$ cat config.mk
export PLATFORM = sky130hd
export DESIGN_NAME = baro_altitude_hold_compensator_top_flat
export DESIGN_NICKNAME = d
export VERILOG_FILES = /design/src/hw/rtl/bahc_pkg.sv /design/src/hw/rtl/bahc_if.sv /design/src/hw/rtl/bahc_csr.sv /design/src/hw/rtl/bahc_ctrl.sv /design/src/hw/rtl/bahc_dp.sv /design/src/hw/rtl/baro_altitude_hold_compensator_top.sv /design/src/flat_wrapper.sv
export SDC_FILE = /design/constraint.sdc
export NUM_CORES = 1
export LEC_CHECK = 0
export BUFFER_PORTS_ARGS = -buffer_cell sky130_fd_sc_hd__clkbuf_2
export CAP_MARGIN = 5
export CORE_ASPECT_RATIO = 1.1
export CORE_MARGIN = 8
export CORE_UTILIZATION = 50
export CTS_BUF_LIST = sky130_fd_sc_hd__clkbuf_2 sky130_fd_sc_hd__clkbuf_4 sky130_fd_sc_hd__clkbuf_8
export CTS_CLUSTER_DIAMETER = 30
export DETAILED_ROUTE_END_ITERATION = 12
export PLACE_DENSITY = 0.67
export SYNTH_ARGS = -nofsm -noshare
export SYNTH_HDL_FRONTEND = slang
export SYNTH_SLANG_ARGS = --single-unit
export TNS_END_PERCENT = 20
$ cat constraint.sdc
create_clock -name clock -period 11.8 [get_ports clock]
set_input_delay 3.54 -clock clock [delete_from_list [all_inputs] [get_ports clock]]
set_output_delay 3.54 -clock clock [all_outputs]
set_load 0.03 [all_outputs]
$ cat src/hw/rtl/bahc_pkg.sv
package bahc_pkg;

   // Conversion times in ticks.
   localparam logic [7:0] TEMP_TICKS  = 8'd2;
   localparam logic [7:0] PRESS_TICKS = 8'd8;

   // Conversion start codes on the result word.
   localparam logic [1:0] START_NONE  = 2'd0;
   localparam logic [1:0] START_TEMP  = 2'd1;
   localparam logic [1:0] START_PRESS = 2'd2;

   // Register map, indexed by paddr[4:2].
   localparam logic [2:0] REG_BARO_PRESENT = 3'd0;
   localparam logic [2:0] REG_TEMP_COEFF   = 3'd1;
   localparam logic [2:0] REG_PROP_GAIN    = 3'd2;
   localparam logic [2:0] REG_DIFF_GAIN    = 3'd3;
   localparam logic [2:0] REG_HARD_FILTER  = 3'd4;

   localparam int CSR_ADDR_W = 5;
   localparam int CSR_DATA_W = 32;

   // Clamp limits of the hold loop.
   localparam logic signed [15:0] REL_MAX   = 16'sd8;
   localparam logic signed [15:0] REL_MIN   = -16'sd3;
   localparam logic signed [15:0] DELTA_MAX = 16'sd8;
   localparam logic signed [15:0] DELTA_MIN = -16'sd8;
   localparam logic signed [7:0]  DRIVE_MAX = 8'sd15;
   localparam logic signed [7:0]  DRIVE_MIN = -8'sd5;

   // Rounding of the temperature term before the divide by 32.
   localparam logic signed [15:0] COMP_ROUND = 16'sd16;
   localparam int                 COMP_SHIFT = 5;

   typedef struct packed {
      logic              baro_present;
      logic signed [7:0] temp_coeff;
      logic [6:0]        prop_gain;
      logic signed [7:0] diff_gain;
      logic              hard_filter;
   } cfg_type;

   typedef struct packed {
      logic load_in;
      logic eval;
      logic hold1;
      logic hold2;
      logic hold3;
      logic hold4;
      logic hold5;
      logic hold6;
      logic load_rsp;
   } cmd_type;

   typedef struct packed {
      logic hold_go;
   } sts_type;

   typedef enum logic [3:0] {
      ST_IDLE,
      ST_EVAL,
      ST_HOLD1,
      ST_HOLD2,
      ST_HOLD3,
      ST_HOLD4,
      ST_HOLD5,
      ST_HOLD6,
      ST_DONE
   } state_type;

endpackage

$ cat src/hw/rtl/bahc_if.sv
interface bahc_req_if;
   logic        valid;
   logic        ready;
   logic [15:0] sample;
   logic        read_ok;
   logic        start_ok;
   logic        throttle_moving;

   modport source (output valid, output sample, output read_ok, output start_ok,
                   output throttle_moving, input ready);
   modport sink (input valid, input sample, input read_ok, input start_ok,
                 input throttle_moving, output ready);
endinterface

interface bahc_rsp_if;
   logic              valid;
   logic              ready;
   logic signed [4:0] drive_correction;
   logic              sample_taken;
   logic [1:0]        start_request;
   logic              active;
   logic              hovering;
   logic signed [4:0] rel_pressure;

   modport source (output valid, output drive_correction, output sample_taken,
                   output start_request, output active, output hovering,
                   output rel_pressure, input ready);
   modport sink (input valid, input drive_correction, input sample_taken,
                 input start_request, input active, input hovering,
                 input rel_pressure, output ready);
endinterface

$ cat src/hw/rtl/bahc_csr.sv
module bahc_csr import bahc_pkg::*; (
   input  logic                  clock,
   input  logic                  reset,
   input  logic                  psel,
   input  logic                  penable,
   input  logic                  pwrite,
   input  logic [CSR_ADDR_W-1:0] paddr,
   input  logic [CSR_DATA_W-1:0] pwdata,
   output logic [CSR_DATA_W-1:0] prdata,
   output logic                  pready,
   output cfg_type               cfg,
   output logic                  present_wr
);

   cfg_type    cfg_ff, cfg_in;
   logic       wr_en;
   logic [2:0] reg_idx;

   assign pready  = 1'b1;
   assign wr_en   = psel & penable & pwrite;
   assign reg_idx = paddr[4:2];

   always_comb begin
      cfg_in     = cfg_ff;
      present_wr = 1'b0;
      if (wr_en) begin
         case (reg_idx)
            REG_BARO_PRESENT: begin
               cfg_in.baro_present = pwdata[0];
               present_wr          = 1'b1;
            end
            REG_TEMP_COEFF:  cfg_in.temp_coeff  = pwdata[7:0];
            REG_PROP_GAIN:   cfg_in.prop_gain   = pwdata[6:0];
            REG_DIFF_GAIN:   cfg_in.diff_gain   = pwdata[7:0];
            REG_HARD_FILTER: cfg_in.hard_filter = pwdata[0];
            default: ;
         endcase
      end
   end

   always_ff @(posedge clock) begin
      if (reset) begin
         cfg_ff <= '0;
      end else begin
         cfg_ff <= cfg_in;
      end
   end

   always_comb begin
      prdata = '0;
      case (reg_idx)
         REG_BARO_PRESENT: prdata[0]   = cfg_ff.baro_present;
         REG_TEMP_COEFF:   prdata[7:0] = cfg_ff.temp_coeff;
         REG_PROP_GAIN:    prdata[6:0] = cfg_ff.prop_gain;
         REG_DIFF_GAIN:    prdata[7:0] = cfg_ff.diff_gain;
         REG_HARD_FILTER:  prdata[0]   = cfg_ff.hard_filter;
         default:          prdata      = '0;
      endcase
   end

   assign cfg = cfg_ff;

endmodule

$ cat src/hw/rtl/bahc_ctrl.sv
module bahc_ctrl import bahc_pkg::*; (
   input  logic    clock,
   input  logic    reset,
   input  logic    req_valid,
   output logic    req_ready,
   output logic    rsp_valid,
   input  logic    rsp_ready,
   input  sts_type sts,
   output cmd_type cmd
);

   state_type state_ff, state_in;
   logic      rsp_valid_ff, rsp_valid_in;

   always_ff @(posedge clock) begin
      if (reset) begin
         state_ff     <= ST_IDLE;
         rsp_valid_ff <= 1'b0;
      end else begin
         state_ff     <= state_in;
         rsp_valid_ff <= rsp_valid_in;
      end
   end

   always_comb begin
      state_in     = state_ff;
      cmd          = '0;
      req_ready    = 1'b0;
      rsp_valid_in = rsp_valid_ff & ~rsp_ready;
      case (state_ff)
         ST_IDLE: begin
            req_ready = 1'b1;
            if (req_valid) begin
               cmd.load_in = 1'b1;
               state_in    = ST_EVAL;
            end
         end
         ST_EVAL: begin
            cmd.eval = 1'b1;
            state_in = sts.hold_go ? ST_HOLD1 : ST_DONE;
         end
         ST_HOLD1: begin
            cmd.hold1 = 1'b1;
            state_in  = ST_HOLD2;
         end
         ST_HOLD2: begin
            cmd.hold2 = 1'b1;
            state_in  = ST_HOLD3;
         end
         ST_HOLD3: begin
            cmd.hold3 = 1'b1;
            state_in  = ST_HOLD4;
         end
         ST_HOLD4: begin
            cmd.hold4 = 1'b1;
            state_in  = ST_HOLD5;
         end
         ST_HOLD5: begin
            cmd.hold5 = 1'b1;
            state_in  = ST_HOLD6;
         end
         ST_HOLD6: begin
            cmd.hold6 = 1'b1;
            state_in  = ST_DONE;
         end
         ST_DONE: begin
            // The output register is free once its word leaves this cycle.
            if (!rsp_valid_ff || rsp_ready) begin
               cmd.load_rsp = 1'b1;
               rsp_valid_in = 1'b1;
               state_in     = ST_IDLE;
            end
         end
         default: state_in = ST_IDLE;
      endcase
   end

   assign rsp_valid = rsp_valid_ff;

endmodule

$ cat src/hw/rtl/bahc_dp.sv
module bahc_dp import bahc_pkg::*; (
   input  logic              clock,
   input  logic              reset,
   input  cmd_type           cmd,
   output sts_type           sts,
   input  cfg_type           cfg,
   input  logic              present_wr,
   input  logic [15:0]       in_sample,
   input  logic              in_read_ok,
   input  logic              in_start_ok,
   input  logic              in_moving,
   output logic signed [4:0] out_drive,
   output logic              out_taken,
   output logic [1:0]        out_request,
   output logic              out_active,
   output logic              out_hovering,
   output logic signed [4:0] out_rel
);

   // Loop state.
   logic [7:0]         tick_ff, tick_in;
   logic               temp_run_ff, temp_run_in;
   logic               alive_ff, alive_in;
   logic signed [15:0] base_temp_ff, base_temp_in;
   logic signed [15:0] base_press_ff, base_press_in;
   logic signed [15:0] temp_corr_ff, temp_corr_in;
   logic signed [4:0]  filt_ff, filt_in;
   logic               hold_ff, hold_in;
   logic signed [4:0]  drive_ff, drive_in;

   // Word and working registers.
   logic [15:0]        sample_ff;
   logic               read_ok_ff, start_ok_ff, moving_ff;
   logic               taken_ff, taken_in;
   logic [1:0]         request_ff, request_in;
   logic signed [4:0]  old_ff;
   logic signed [15:0] x1_ff, prod_ff, x2_ff, num_ff;
   logic signed [4:0]  delta_ff;
   logic signed [7:0]  target_ff, dterm_ff;

   // Output word.
   logic signed [4:0]  rsp_drive_ff, rsp_rel_ff;
   logic               rsp_taken_ff, rsp_active_ff, rsp_hover_ff;
   logic [1:0]         rsp_request_ff;

   logic [7:0]         tick_next;
   logic               due;
   logic signed [4:0]  old_sel;
   logic signed [23:0] corr_prod;
   logic signed [15:0] x1_calc;
   logic signed [15:0] comp_rnd, comp_adj, comp_div, x2_calc;
   logic signed [15:0] old16, old_k, num_calc;
   logic signed [15:0] num_adj, fnew, dlt;
   logic signed [12:0] tgt_prod, dt_prod;
   logic signed [7:0]  d0, d1, d2, dsum;

   function automatic logic signed [7:0] slew(input logic signed [7:0] v,
                                              input logic signed [7:0] t);
      logic signed [7:0] r;
      r = v;
      if (v > t) begin
         r = v - 8'sd1;
      end else if (v < t) begin
         r = v + 8'sd1;
      end
      return r;
   endfunction

   assign tick_next   = tick_ff + 8'd1;
   assign due         = cfg.baro_present & alive_ff &
                        (temp_run_ff ? (tick_next >= TEMP_TICKS) : (tick_next >= PRESS_TICKS));
   assign sts.hold_go = due & read_ok_ff & ~temp_run_ff & ~moving_ff;

   // First hold step: raw offset and the temperature product.
   assign old_sel   = hold_ff ? filt_ff : 5'sd0;
   assign corr_prod = temp_corr_ff * cfg.temp_coeff;
   assign x1_calc   = $signed(sample_ff) - base_press_ff;

   // Second step: rounded divide by 32 that truncates toward zero.
   assign comp_rnd = prod_ff + COMP_ROUND;
   assign comp_adj = comp_rnd[15] ? comp_rnd + 16'sd31 : comp_rnd;
   assign comp_div = comp_adj >>> COMP_SHIFT;
   assign x2_calc  = x1_ff + comp_div;

   // Third step: weighted old value plus sample plus rounding.
   assign old16    = {{11{old_ff[4]}}, old_ff};
   assign old_k    = cfg.hard_filter ? (old16 <<< 3) - old16 : (old16 <<< 1) + old16;
   assign num_calc = old_k + x2_ff + (cfg.hard_filter ? 16'sd4 : 16'sd2);

   // Fourth step: divide by 8 or 4 toward zero, then the change since last update.
   always_comb begin
      if (cfg.hard_filter) begin
         num_adj = num_ff[15] ? num_ff + 16'sd7 : num_ff;
         fnew    = num_adj >>> 3;
      end else begin
         num_adj = num_ff[15] ? num_ff + 16'sd3 : num_ff;
         fnew    = num_adj >>> 2;
      end
   end
   assign dlt = fnew - old16;

   // Fifth step: both loop products, wrapped to eight bits.
   assign tgt_prod = filt_ff * $signed({1'b0, cfg.prop_gain});
   assign dt_prod  = delta_ff * cfg.diff_gain;

   // Sixth step: two slew steps toward the target, derivative term, final clamp.
   assign d0   = {{3{drive_ff[4]}}, drive_ff};
   assign d1   = slew(d0, target_ff);
   assign d2   = slew(d1, target_ff);
   assign dsum = d2 + dterm_ff;

   always_comb begin
      tick_in       = tick_ff;
      temp_run_in   = temp_run_ff;
      alive_in      = alive_ff;
      base_temp_in  = base_temp_ff;
      base_press_in = base_press_ff;
      temp_corr_in  = temp_corr_ff;
      filt_in       = filt_ff;
      hold_in       = hold_ff;
      drive_in      = drive_ff;
      taken_in      = taken_ff;
      request_in    = request_ff;
      if (present_wr) begin
         alive_in = 1'b1;
      end
      if (cmd.eval) begin
         tick_in    = due ? 8'd0 : tick_next;
         taken_in   = due & read_ok_ff;
         request_in = START_NONE;
         if (due) begin
            if (!read_ok_ff) begin
               alive_in = 1'b0;
            end else begin
               if (start_ok_ff) begin
                  temp_run_in = ~temp_run_ff;
               end
               if (temp_run_ff) begin
                  request_in = START_PRESS;
                  if (moving_ff) begin
                     base_temp_in = $signed(sample_ff);
                  end else begin
                     temp_corr_in = $signed(sample_ff) - base_temp_ff;
                  end
               end else begin
                  request_in = START_TEMP;
                  if (moving_ff) begin
                     base_press_in = $signed(sample_ff);
                     hold_in       = 1'b0;
                     drive_in      = 5'sd0;
                  end
               end
            end
         end
      end
      if (cmd.hold1) begin
         hold_in = 1'b1;
      end
      if (cmd.hold4) begin
         if (fnew > REL_MAX) begin
            filt_in = 5'(REL_MAX);
         end else if (fnew < REL_MIN) begin
            filt_in = 5'(REL_MIN);
         end else begin
            filt_in = fnew[4:0];
         end
      end
      if (cmd.hold6) begin
         if (dsum > DRIVE_MAX) begin
            drive_in = 5'(DRIVE_MAX);
         end else if (dsum < DRIVE_MIN) begin
            drive_in = 5'(DRIVE_MIN);
         end else begin
            drive_in = dsum[4:0];
         end
      end
   end

   always_ff @(posedge clock) begin
      if (reset) begin
         tick_ff       <= '0;
         temp_run_ff   <= 1'b1;
         alive_ff      <= 1'b1;
         base_temp_ff  <= '0;
         base_press_ff <= '0;
         temp_corr_ff  <= '0;
         filt_ff       <= '0;
         hold_ff       <= 1'b0;
         drive_ff      <= '0;
      end else begin
         tick_ff       <= tick_in;
         temp_run_ff   <= temp_run_in;
         alive_ff      <= alive_in;
         base_temp_ff  <= base_temp_in;
         base_press_ff <= base_press_in;
         temp_corr_ff  <= temp_corr_in;
         filt_ff       <= filt_in;
         hold_ff       <= hold_in;
         drive_ff      <= drive_in;
      end
   end

   always_ff @(posedge clock) begin
      taken_ff   <= taken_in;
      request_ff <= request_in;
      if (cmd.load_in) begin
         sample_ff   <= in_sample;
         read_ok_ff  <= in_read_ok;
         start_ok_ff <= in_start_ok;
         moving_ff   <= in_moving;
      end
      if (cmd.hold1) begin
         old_ff  <= old_sel;
         x1_ff   <= x1_calc;
         prod_ff <= corr_prod[15:0];
      end
      if (cmd.hold2) begin
         x2_ff <= x2_calc;
      end
      if (cmd.hold3) begin
         num_ff <= num_calc;
      end
      if (cmd.hold4) begin
         if (dlt > DELTA_MAX) begin
            delta_ff <= 5'(DELTA_MAX);
         end else if (dlt < DELTA_MIN) begin
            delta_ff <= 5'(DELTA_MIN);
         end else begin
            delta_ff <= dlt[4:0];
         end
      end
      if (cmd.hold5) begin
         target_ff <= tgt_prod[7:0];
         dterm_ff  <= dt_prod[7:0];
      end
      if (cmd.load_rsp) begin
         rsp_drive_ff   <= drive_ff;
         rsp_taken_ff   <= taken_ff;
         rsp_request_ff <= request_ff;
         rsp_active_ff  <= cfg.baro_present & alive_ff;
         rsp_hover_ff   <= hold_ff;
         rsp_rel_ff     <= filt_ff;
      end
   end

   assign out_drive    = rsp_drive_ff;
   assign out_taken    = rsp_taken_ff;
   assign out_request  = rsp_request_ff;
   assign out_active   = rsp_active_ff;
   assign out_hovering = rsp_hover_ff;
   assign out_rel      = rsp_rel_ff;

endmodule

$ cat src/hw/rtl/baro_altitude_hold_compensator_top.sv
// Barometric altitude-hold compensator. Each word on req_bus is one flight-loop tick
// carrying the converter sample and the read, start and throttle flags; each tick yields
// exactly one word on rsp_bus with the drive correction, the sample and start handshake
// toward the sensor, and the loop status. A tick that does not run the hold loop passes
// through the evaluate and done states to the result register; a tick that runs the
// hold loop also passes through the six steps of the shared datapath between them
// (offset and temperature product, rounding, filter sum, filter divide and clamp, the two
// loop products, slew and clamp). A result that still waits on rsp_bus holds the last
// step until it leaves. One tick is in work at a time, and the next is accepted while
// the previous result still waits on rsp_bus. Registers are to be written over the APB
// port only while no tick is in work, by the user; the block does not enforce it.
module baro_altitude_hold_compensator_top import bahc_pkg::*; (
   input  logic                  clock,
   input  logic                  reset,
   bahc_req_if.sink              req_bus,
   bahc_rsp_if.source            rsp_bus,
   input  logic                  psel,
   input  logic                  penable,
   input  logic                  pwrite,
   input  logic [CSR_ADDR_W-1:0] paddr,
   input  logic [CSR_DATA_W-1:0] pwdata,
   output logic [CSR_DATA_W-1:0] prdata,
   output logic                  pready
);

   cfg_type cfg;
   cmd_type cmd;
   sts_type sts;
   logic    present_wr;

   bahc_csr u_csr (
      .clock      (clock),
      .reset      (reset),
      .psel       (psel),
      .penable    (penable),
      .pwrite     (pwrite),
      .paddr      (paddr),
      .pwdata     (pwdata),
      .prdata     (prdata),
      .pready     (pready),
      .cfg        (cfg),
      .present_wr (present_wr)
   );

   bahc_ctrl u_ctrl (
      .clock     (clock),
      .reset     (reset),
      .req_valid (req_bus.valid),
      .req_ready (req_bus.ready),
      .rsp_valid (rsp_bus.valid),
      .rsp_ready (rsp_bus.ready),
      .sts       (sts),
      .cmd       (cmd)
   );

   bahc_dp u_dp (
      .clock        (clock),
      .reset        (reset),
      .cmd          (cmd),
      .sts          (sts),
      .cfg          (cfg),
      .present_wr   (present_wr),
      .in_sample    (req_bus.sample),
      .in_read_ok   (req_bus.read_ok),
      .in_start_ok  (req_bus.start_ok),
      .in_moving    (req_bus.throttle_moving),
      .out_drive    (rsp_bus.drive_correction),
      .out_taken    (rsp_bus.sample_taken),
      .out_request  (rsp_bus.start_request),
      .out_active   (rsp_bus.active),
      .out_hovering (rsp_bus.hovering),
      .out_rel      (rsp_bus.rel_pressure)
   );

endmodule

$ cat src/flat_wrapper.sv
// flat-port wrapper written by rule: the top's interface ports become plain ports
module baro_altitude_hold_compensator_top_flat import bahc_pkg::*;
  (clock, reset, psel, penable, pwrite, paddr, pwdata, prdata, pready, req_bus_valid, req_bus_sample, req_bus_read_ok, req_bus_start_ok, req_bus_throttle_moving, req_bus_ready, rsp_bus_valid, rsp_bus_drive_correction, rsp_bus_sample_taken, rsp_bus_start_request, rsp_bus_active, rsp_bus_hovering, rsp_bus_rel_pressure, rsp_bus_ready);
  bahc_req_if req_bus_i ();
  bahc_rsp_if rsp_bus_i ();
  input  logic clock;
  input  logic reset;
  input  logic psel;
  input  logic penable;
  input  logic pwrite;
  input  logic [CSR_ADDR_W-1:0] paddr;
  input  logic [CSR_DATA_W-1:0] pwdata;
  output logic [CSR_DATA_W-1:0] prdata;
  output logic pready;
  input wire logic [$bits(req_bus_i.valid)-1:0] req_bus_valid;
  input wire logic [$bits(req_bus_i.sample)-1:0] req_bus_sample;
  input wire logic [$bits(req_bus_i.read_ok)-1:0] req_bus_read_ok;
  input wire logic [$bits(req_bus_i.start_ok)-1:0] req_bus_start_ok;
  input wire logic [$bits(req_bus_i.throttle_moving)-1:0] req_bus_throttle_moving;
  output wire logic [$bits(req_bus_i.ready)-1:0] req_bus_ready;
  output wire logic [$bits(rsp_bus_i.valid)-1:0] rsp_bus_valid;
  output wire logic [$bits(rsp_bus_i.drive_correction)-1:0] rsp_bus_drive_correction;
  output wire logic [$bits(rsp_bus_i.sample_taken)-1:0] rsp_bus_sample_taken;
  output wire logic [$bits(rsp_bus_i.start_request)-1:0] rsp_bus_start_request;
  output wire logic [$bits(rsp_bus_i.active)-1:0] rsp_bus_active;
  output wire logic [$bits(rsp_bus_i.hovering)-1:0] rsp_bus_hovering;
  output wire logic [$bits(rsp_bus_i.rel_pressure)-1:0] rsp_bus_rel_pressure;
  input wire logic [$bits(rsp_bus_i.ready)-1:0] rsp_bus_ready;
  assign req_bus_i.valid = req_bus_valid;
  assign req_bus_i.sample = req_bus_sample;
  assign req_bus_i.read_ok = req_bus_read_ok;
  assign req_bus_i.start_ok = req_bus_start_ok;
  assign req_bus_i.throttle_moving = req_bus_throttle_moving;
  assign req_bus_ready = req_bus_i.ready;
  assign rsp_bus_valid = rsp_bus_i.valid;
  assign rsp_bus_drive_correction = rsp_bus_i.drive_correction;
  assign rsp_bus_sample_taken = rsp_bus_i.sample_taken;
  assign rsp_bus_start_request = rsp_bus_i.start_request;
  assign rsp_bus_active = rsp_bus_i.active;
  assign rsp_bus_hovering = rsp_bus_i.hovering;
  assign rsp_bus_rel_pressure = rsp_bus_i.rel_pressure;
  assign rsp_bus_i.ready = rsp_bus_ready;
  baro_altitude_hold_compensator_top u_core (.clock(clock), .reset(reset), .req_bus(req_bus_i), .rsp_bus(rsp_bus_i), .psel(psel), .penable(penable), .pwrite(pwrite), .paddr(paddr), .pwdata(pwdata), .prdata(prdata), .pready(pready));
endmodule
# Word level (Yosys, flattened, before mapping)
# Cells that the tools add are included.
# op_classes
shift,0
n_reduce_logical,26
div_mod_pow,0
add_sub_neg,18
bitwise_logic,11
eq_ne,16
magnitude_cmp,12
muxes,57
n_mul,3
# op_table
op,count
16-bit 2-to-1 mux,5
5-bit 2-to-1 mux,11
8-bit 2-to-1 mux,5
4-bit case mux with 9 select lines,1
"16-bit by 6-bit adder with 16-bit output, second input constant",2
"16-bit by 5-bit greater-than comparator with 1-bit output, second input constant",2
16-bit subtractor,2
1-bit 2-to-1 mux,27
5-bit AND reduction,5
6-bit case mux with 3 select lines,1
16-bit by 11-bit adder with 16-bit output,1
16-bit adder,1
"16-bit by 3-bit adder with 16-bit output, second input constant",1
16-bit by 4-bit adder with 16-bit output,1
"16-bit by 4-bit adder with 16-bit output, second input constant",1
"4-bit by 3-bit == test with 1-bit output, second input constant",4
"16-bit by 3-bit < comparator with 1-bit output, second input constant",1
"16-bit by 4-bit < comparator with 1-bit output, second input constant",1
16-bit by 8-bit multiplier with 16-bit output,1
5-bit by 8-bit multiplier with 8-bit output,2
2-bit nonzero test,8
16-bit by 5-bit subtractor with 16-bit output,1
2-bit AND reduction,7
4-bit 2-to-1 mux,3
36 further kinds,49
# totals
in_bits,63
latch_bits,0
n_memories,0
romBits,0
elab_cells,180
ram_bits,0
regBits,226

# Depth between registers and ports, before layout
# depth
word_depth,11
depth_mapped,30
depth_no_buf,30

# Cells and area by module
# Synthesis repeated with hierarchy kept, for this count alone.
# hier_totals
hier_cells,2035
area_unflattened_um2,18851.8
# by_module_without_submodules
module,cells_each,n_inst,seq_area_each_um2,area_each_um2
bahc_dp,1841,1,5195.0,17073.9
bahc_csr,157,1,500.5,1471.4
bahc_ctrl,37,1,100.1,306.5

# Worst setup path before layout
# Ideal clock, no wire load.
# synth_timing
kind,input-to-output
startpoint,input port paddr[3]
endpoint,output port prdata[0]
n_path_buf,1
cell_stages,4
required_time_ns,8.260
slack_ns,3.438
arrival_time_ns,4.822
cell_sequence,clkbuf_1 mux4_2 inv_1 o21ai_0
# synth_between
elab_chain_len,2
elab_cells_between_ends,6
# synth_rtl
item,line_no,text
start: declaration,flat_wrapper.sv:11,input logic [CSR_ADDR_W-1:0] paddr;
"3-bit == test, or another cell as far along",bahc_csr.sv:51,case (reg_idx)
1-bit case mux with 5 select lines (*),bahc_csr.sv:51,
end: declaration,flat_wrapper.sv:13,output logic [CSR_DATA_W-1:0] prdata;
# Every way passes the cells marked *; elsewhere a longest branch is shown, timed or not.

# Worst setup path in the final report
# layout_timing
startpoint,input port paddr[3]
endpoint,output port prdata[1]
# layout_between
elab_chain_len,2
elab_cells_between_ends,4
# layout_rtl
item,line_no
3-bit by 2-bit == test with 1-bit output or 3-bit by 1-bit == test with 1-bit output (tied branches),bahc_csr.sv:51
6-bit case mux with 3 select lines (*),bahc_csr.sv:51
# Marked as above.

==> flow_summary.json <==
{
  "drt-initial-drc-count": 589,
  "grt_pass1_vias": 13870,
  "hold_slack_ns": 0.4221,
  "critPathSlowestCell": "nor2b_1",
  "drv_slew": 0,
  "ys_types": 74,
  "outcome": "finished clean",
  "nNetsFinal": 2418,
  "yosysWarnings": 0,
  "first_pass_iters": 4,
  "peakVddDrop_mv": 0.1070,
  "clk-insertion-delay-late_ns": 0.60,
  "place_ws_ns": 3.546,
  "drc": 0,
  "ys_seq_area_frac": 0.3140,
  "startpoint_type": "primary input",
  "multi_input_area_sq_um": 11570,
  "grt_pass1_wl_um": 65270,
  "power_density_nw_per_um2": 98.12,
  "grt_max_degree": 97,
  "required_ns": 8.26,
  "synth_top_flop_cell": "edfxtp_1",
  "die_h_um": 217.5,
  "final_util": 0.5544,
  "min_period_ns": 8.296,
  "timing.rr.end": "u_core.u_dp.drive_ff[1]$_SDFFE_PP0P_",
  "postCtsSetupRepairBufs": 0,
  "avgSynthCellArea_sq_um": 9.233,
  "start_util": 0.5021,
  "cts_resized": 0,
  "wl_per_cell_um": 14.86,
  "swShare": 0.2385,
  "fmaxAchievable_ghz": 0.1205,
  "area_delta_synth_final_pct": 10.41,
  "coreArea_sq_um": 36760,
  "grt_usage": 0.1811,
  "cp_max_fo": 12,
  "cp-startpoint": "paddr[3]",
  "tightest_slew_ns": 1.111,
  "most-common-layout-cells": "inv_1, ha_1, nand2_1, nor2_1, a21oi_1",
  "ys_async_sr_fraction": 0,
  "setup_viol_count_final": 0,
  "clock-root-buffer": "clkbuf_8",
  "finalHoldViolations": 0,
  "finalPower_mw": 1.999,
  "synth_edf_count": 127,
  "cts_hold_buf": 0,
  "clock_skew_ns": 0.03390,
  "p_clk_frac": 0.511,
  "num-fill-cells": 3323,
  "comb_power_share": 0.062,
  "p_seq_frac": 0.427,
  "drive_gt1_frac": 0.08902,
  "synth_area_sq_um": 18460,
  "rsz0062_at_grt": "false",
  "slowest_delay_ns": 0.45,
  "fin_setup_tns_ns": 0,
  "final_common_cell": "inv_1",
  "drv_cap": 0,
  "critical_path_class": "primary input to primary output",
  "synth-seq-cells": 226,
  "dieWidth_um": 199.2,
  "p_sw_uw": 476.8,
  "reg2reg_slack_ns": 5.65,
  "timing.final.ws_setup_ns": 3.504,
  "io_buffers": 61,
  "cts_tree": "built",
  "synth_cells": 1999,
  "cts_made_buffers": 50,
  "p_leak_nw": 8.841,
  "cts_sinks": 226,
  "arrival_ns": 4.76,
  "ioPinCount": 113,
  "period_share": 0.7031,
  "clk_path_buf_depth": 3,
  "antenna_found_initial": 0,
  "clkTransAtPathRegs_ns": 0.06,
  "reg2regPathDepth": 28,
  "crit_end": "prdata[1]",
  "overflow": 0,
  "regArea_sq_um": 5796,
  "critPathMostFrequentCell": "clkbuf_2",
  "internal_power_mw": 1.523,
  "gp_congestion": 0.8764,
  "ant_nets": 0,
  "reg2reg_from": "u_core.u_dp.drive_ff[4]$_SDFFE_PP0P_",
  "hold_path_class": "flop to flop",
  "routed-via-count": 13640,
  "diodes": 0,
  "die_area_sq_um": 43330,
  "finalWirelength_um": 38730,
  "hpwlAfterDp_um": 30320,
  "end_kind": "primary output",
  "crit_chain": "clkbuf_2 -> nor2b_1 -> a22oi_1 -> nor2_1 -> clkbuf_2",
  "cts_max_level": 2,
  "via_per_inst": 5.233,
  "maxSlewHeadroom": 0.2591,
  "rows": 74
}
[metrics by stage]
| step | cells | instance area [sq um] |
|---|---|---|
| after global placement | 2513 | 19170 |
| after global routing | 2606 | 20380 |
| after floorplan | 2022 | 18540 |
| after CTS | 2606 | 20380 |
| final | 2606 | 20380 |
| after detailed placement | 2513 | 19170 |
[area by class of cell]
class                      instances  share of cell area
clock buffer                      57             0.03665
clock inverter                    36             0.02253
inverter                         218             0.04015
multi-input combinational       1506              0.5679
sequential                       226              0.2844
tap                              494             0.03033
timing repair buffer              69             0.01805
[worst min path at each step]
stage,startpoint,endpoint,cells after the start
after global routing,u_core.u_dp.request_ff[1]$_SDFFCE_PN0P_,u_core.u_dp.out_request[1]$_DFFE_PP_,0
final,u_core.u_dp.taken_ff$_DFFE_PP_,u_core.u_dp.out_taken$_DFFE_PP_,0
after floorplan,u_core.u_dp.request_ff[0]$_SDFFCE_PN0P_,u_core.u_dp.out_request[0]$_DFFE_PP_,0
after global placement,u_core.u_dp.request_ff[0]$_SDFFCE_PN0P_,u_core.u_dp.out_request[0]$_DFFE_PP_,0
after CTS,u_core.u_dp.taken_ff$_DFFE_PP_,u_core.u_dp.out_taken$_DFFE_PP_,0
after detailed placement,u_core.u_dp.taken_ff$_DFFE_PP_,u_core.u_dp.out_taken$_DFFE_PP_,0
[power by group through the flow]
stage / Sequential [mW] / Combinational (mW) / Clock, mW
after floorplan: 0.868 / 0.0982 / 0
after global placement: 0.870 / 0.121 / 0
after detailed placement: 0.870 / 0.123 / 0
after CTS: 0.854 / 0.124 / 1.05
after global routing: 0.855 / 0.138 / 1.08
final: 0.854 / 0.123 / 1.02
[critical path: cells and delay by family]
| kind | cells | cell delay [ns] |
|---|---|---|
| simple gates | 2 | 0.57 |
| buf+inv | 2 | 0.46 |
| compound gates | 1 | 0.19 |
[sequential cells by signal, summed over array words and instances (netlist names), 2 cells and up]
name                       cells
u_core.u_dp.tick_ff            8
u_core.u_dp.old_ff             5
u_core.u_dp.request_ff         2
u_core.u_dp.base_temp_ff      16
u_core.u_dp.out_drive          5
u_core.u_dp.dterm_ff           8
u_core.u_dp.x1_ff             16
u_core.u_dp.x2_ff             16
u_core.u_dp.target_ff          8
u_core.u_ctrl.state_ff         4
u_core.u_dp.drive_ff           5
u_core.u_dp.out_rel            5
u_core.u_dp.base_press_ff     16
u_core.u_dp.temp_corr_ff      16
u_core.u_dp.prod_ff           16
u_core.u_csr.cfg              25
u_core.u_dp.delta_ff           5
u_core.u_dp.sample_ff         16
u_core.u_dp.filt_ff            5
u_core.u_dp.num_ff            16
u_core.u_dp.out_request        2
[cells by family after synthesis]
family,Yosys count,synth area share
AO/OA/AOI/OAI,325,0.1102
XOR/XNOR,157,0.07450
adder cells (fa/ha/maj),284,0.2307
buffers and inverters,290,0.06487
flip-flops,226,0.3140
multiplexers,54,0.03037
other,2,0.0004069
AND/OR/NAND/NOR,661,0.1749
[cells in the mapped netlist (all sizes together) (35+ instances only)]
cell      n  area, sq um
a21oi   130        654.4
and2    119        744.5
clkbuf   39        147.6
dfxtp    99         1982
edfxtp  127         3814
fa       94         1882
ha      190         2377
inv     218        818.3
mux2i    47        470.5
nand2   182        683.2
nand3    35        175.2
nor2    170        638.1
o21ai    64        320.3
xnor2   118         1033
xor2     39        341.6
[metal layers]
metal  track usage  vias up  routed length, um
met2        0.3353      210              20070
li1              -     6867                  -
met5             0        -                  0
met1        0.2100     6485              16320
met4       0.05909        0                950
met3       0.02686       76               1376
Power figures use the tool's default switching activity.
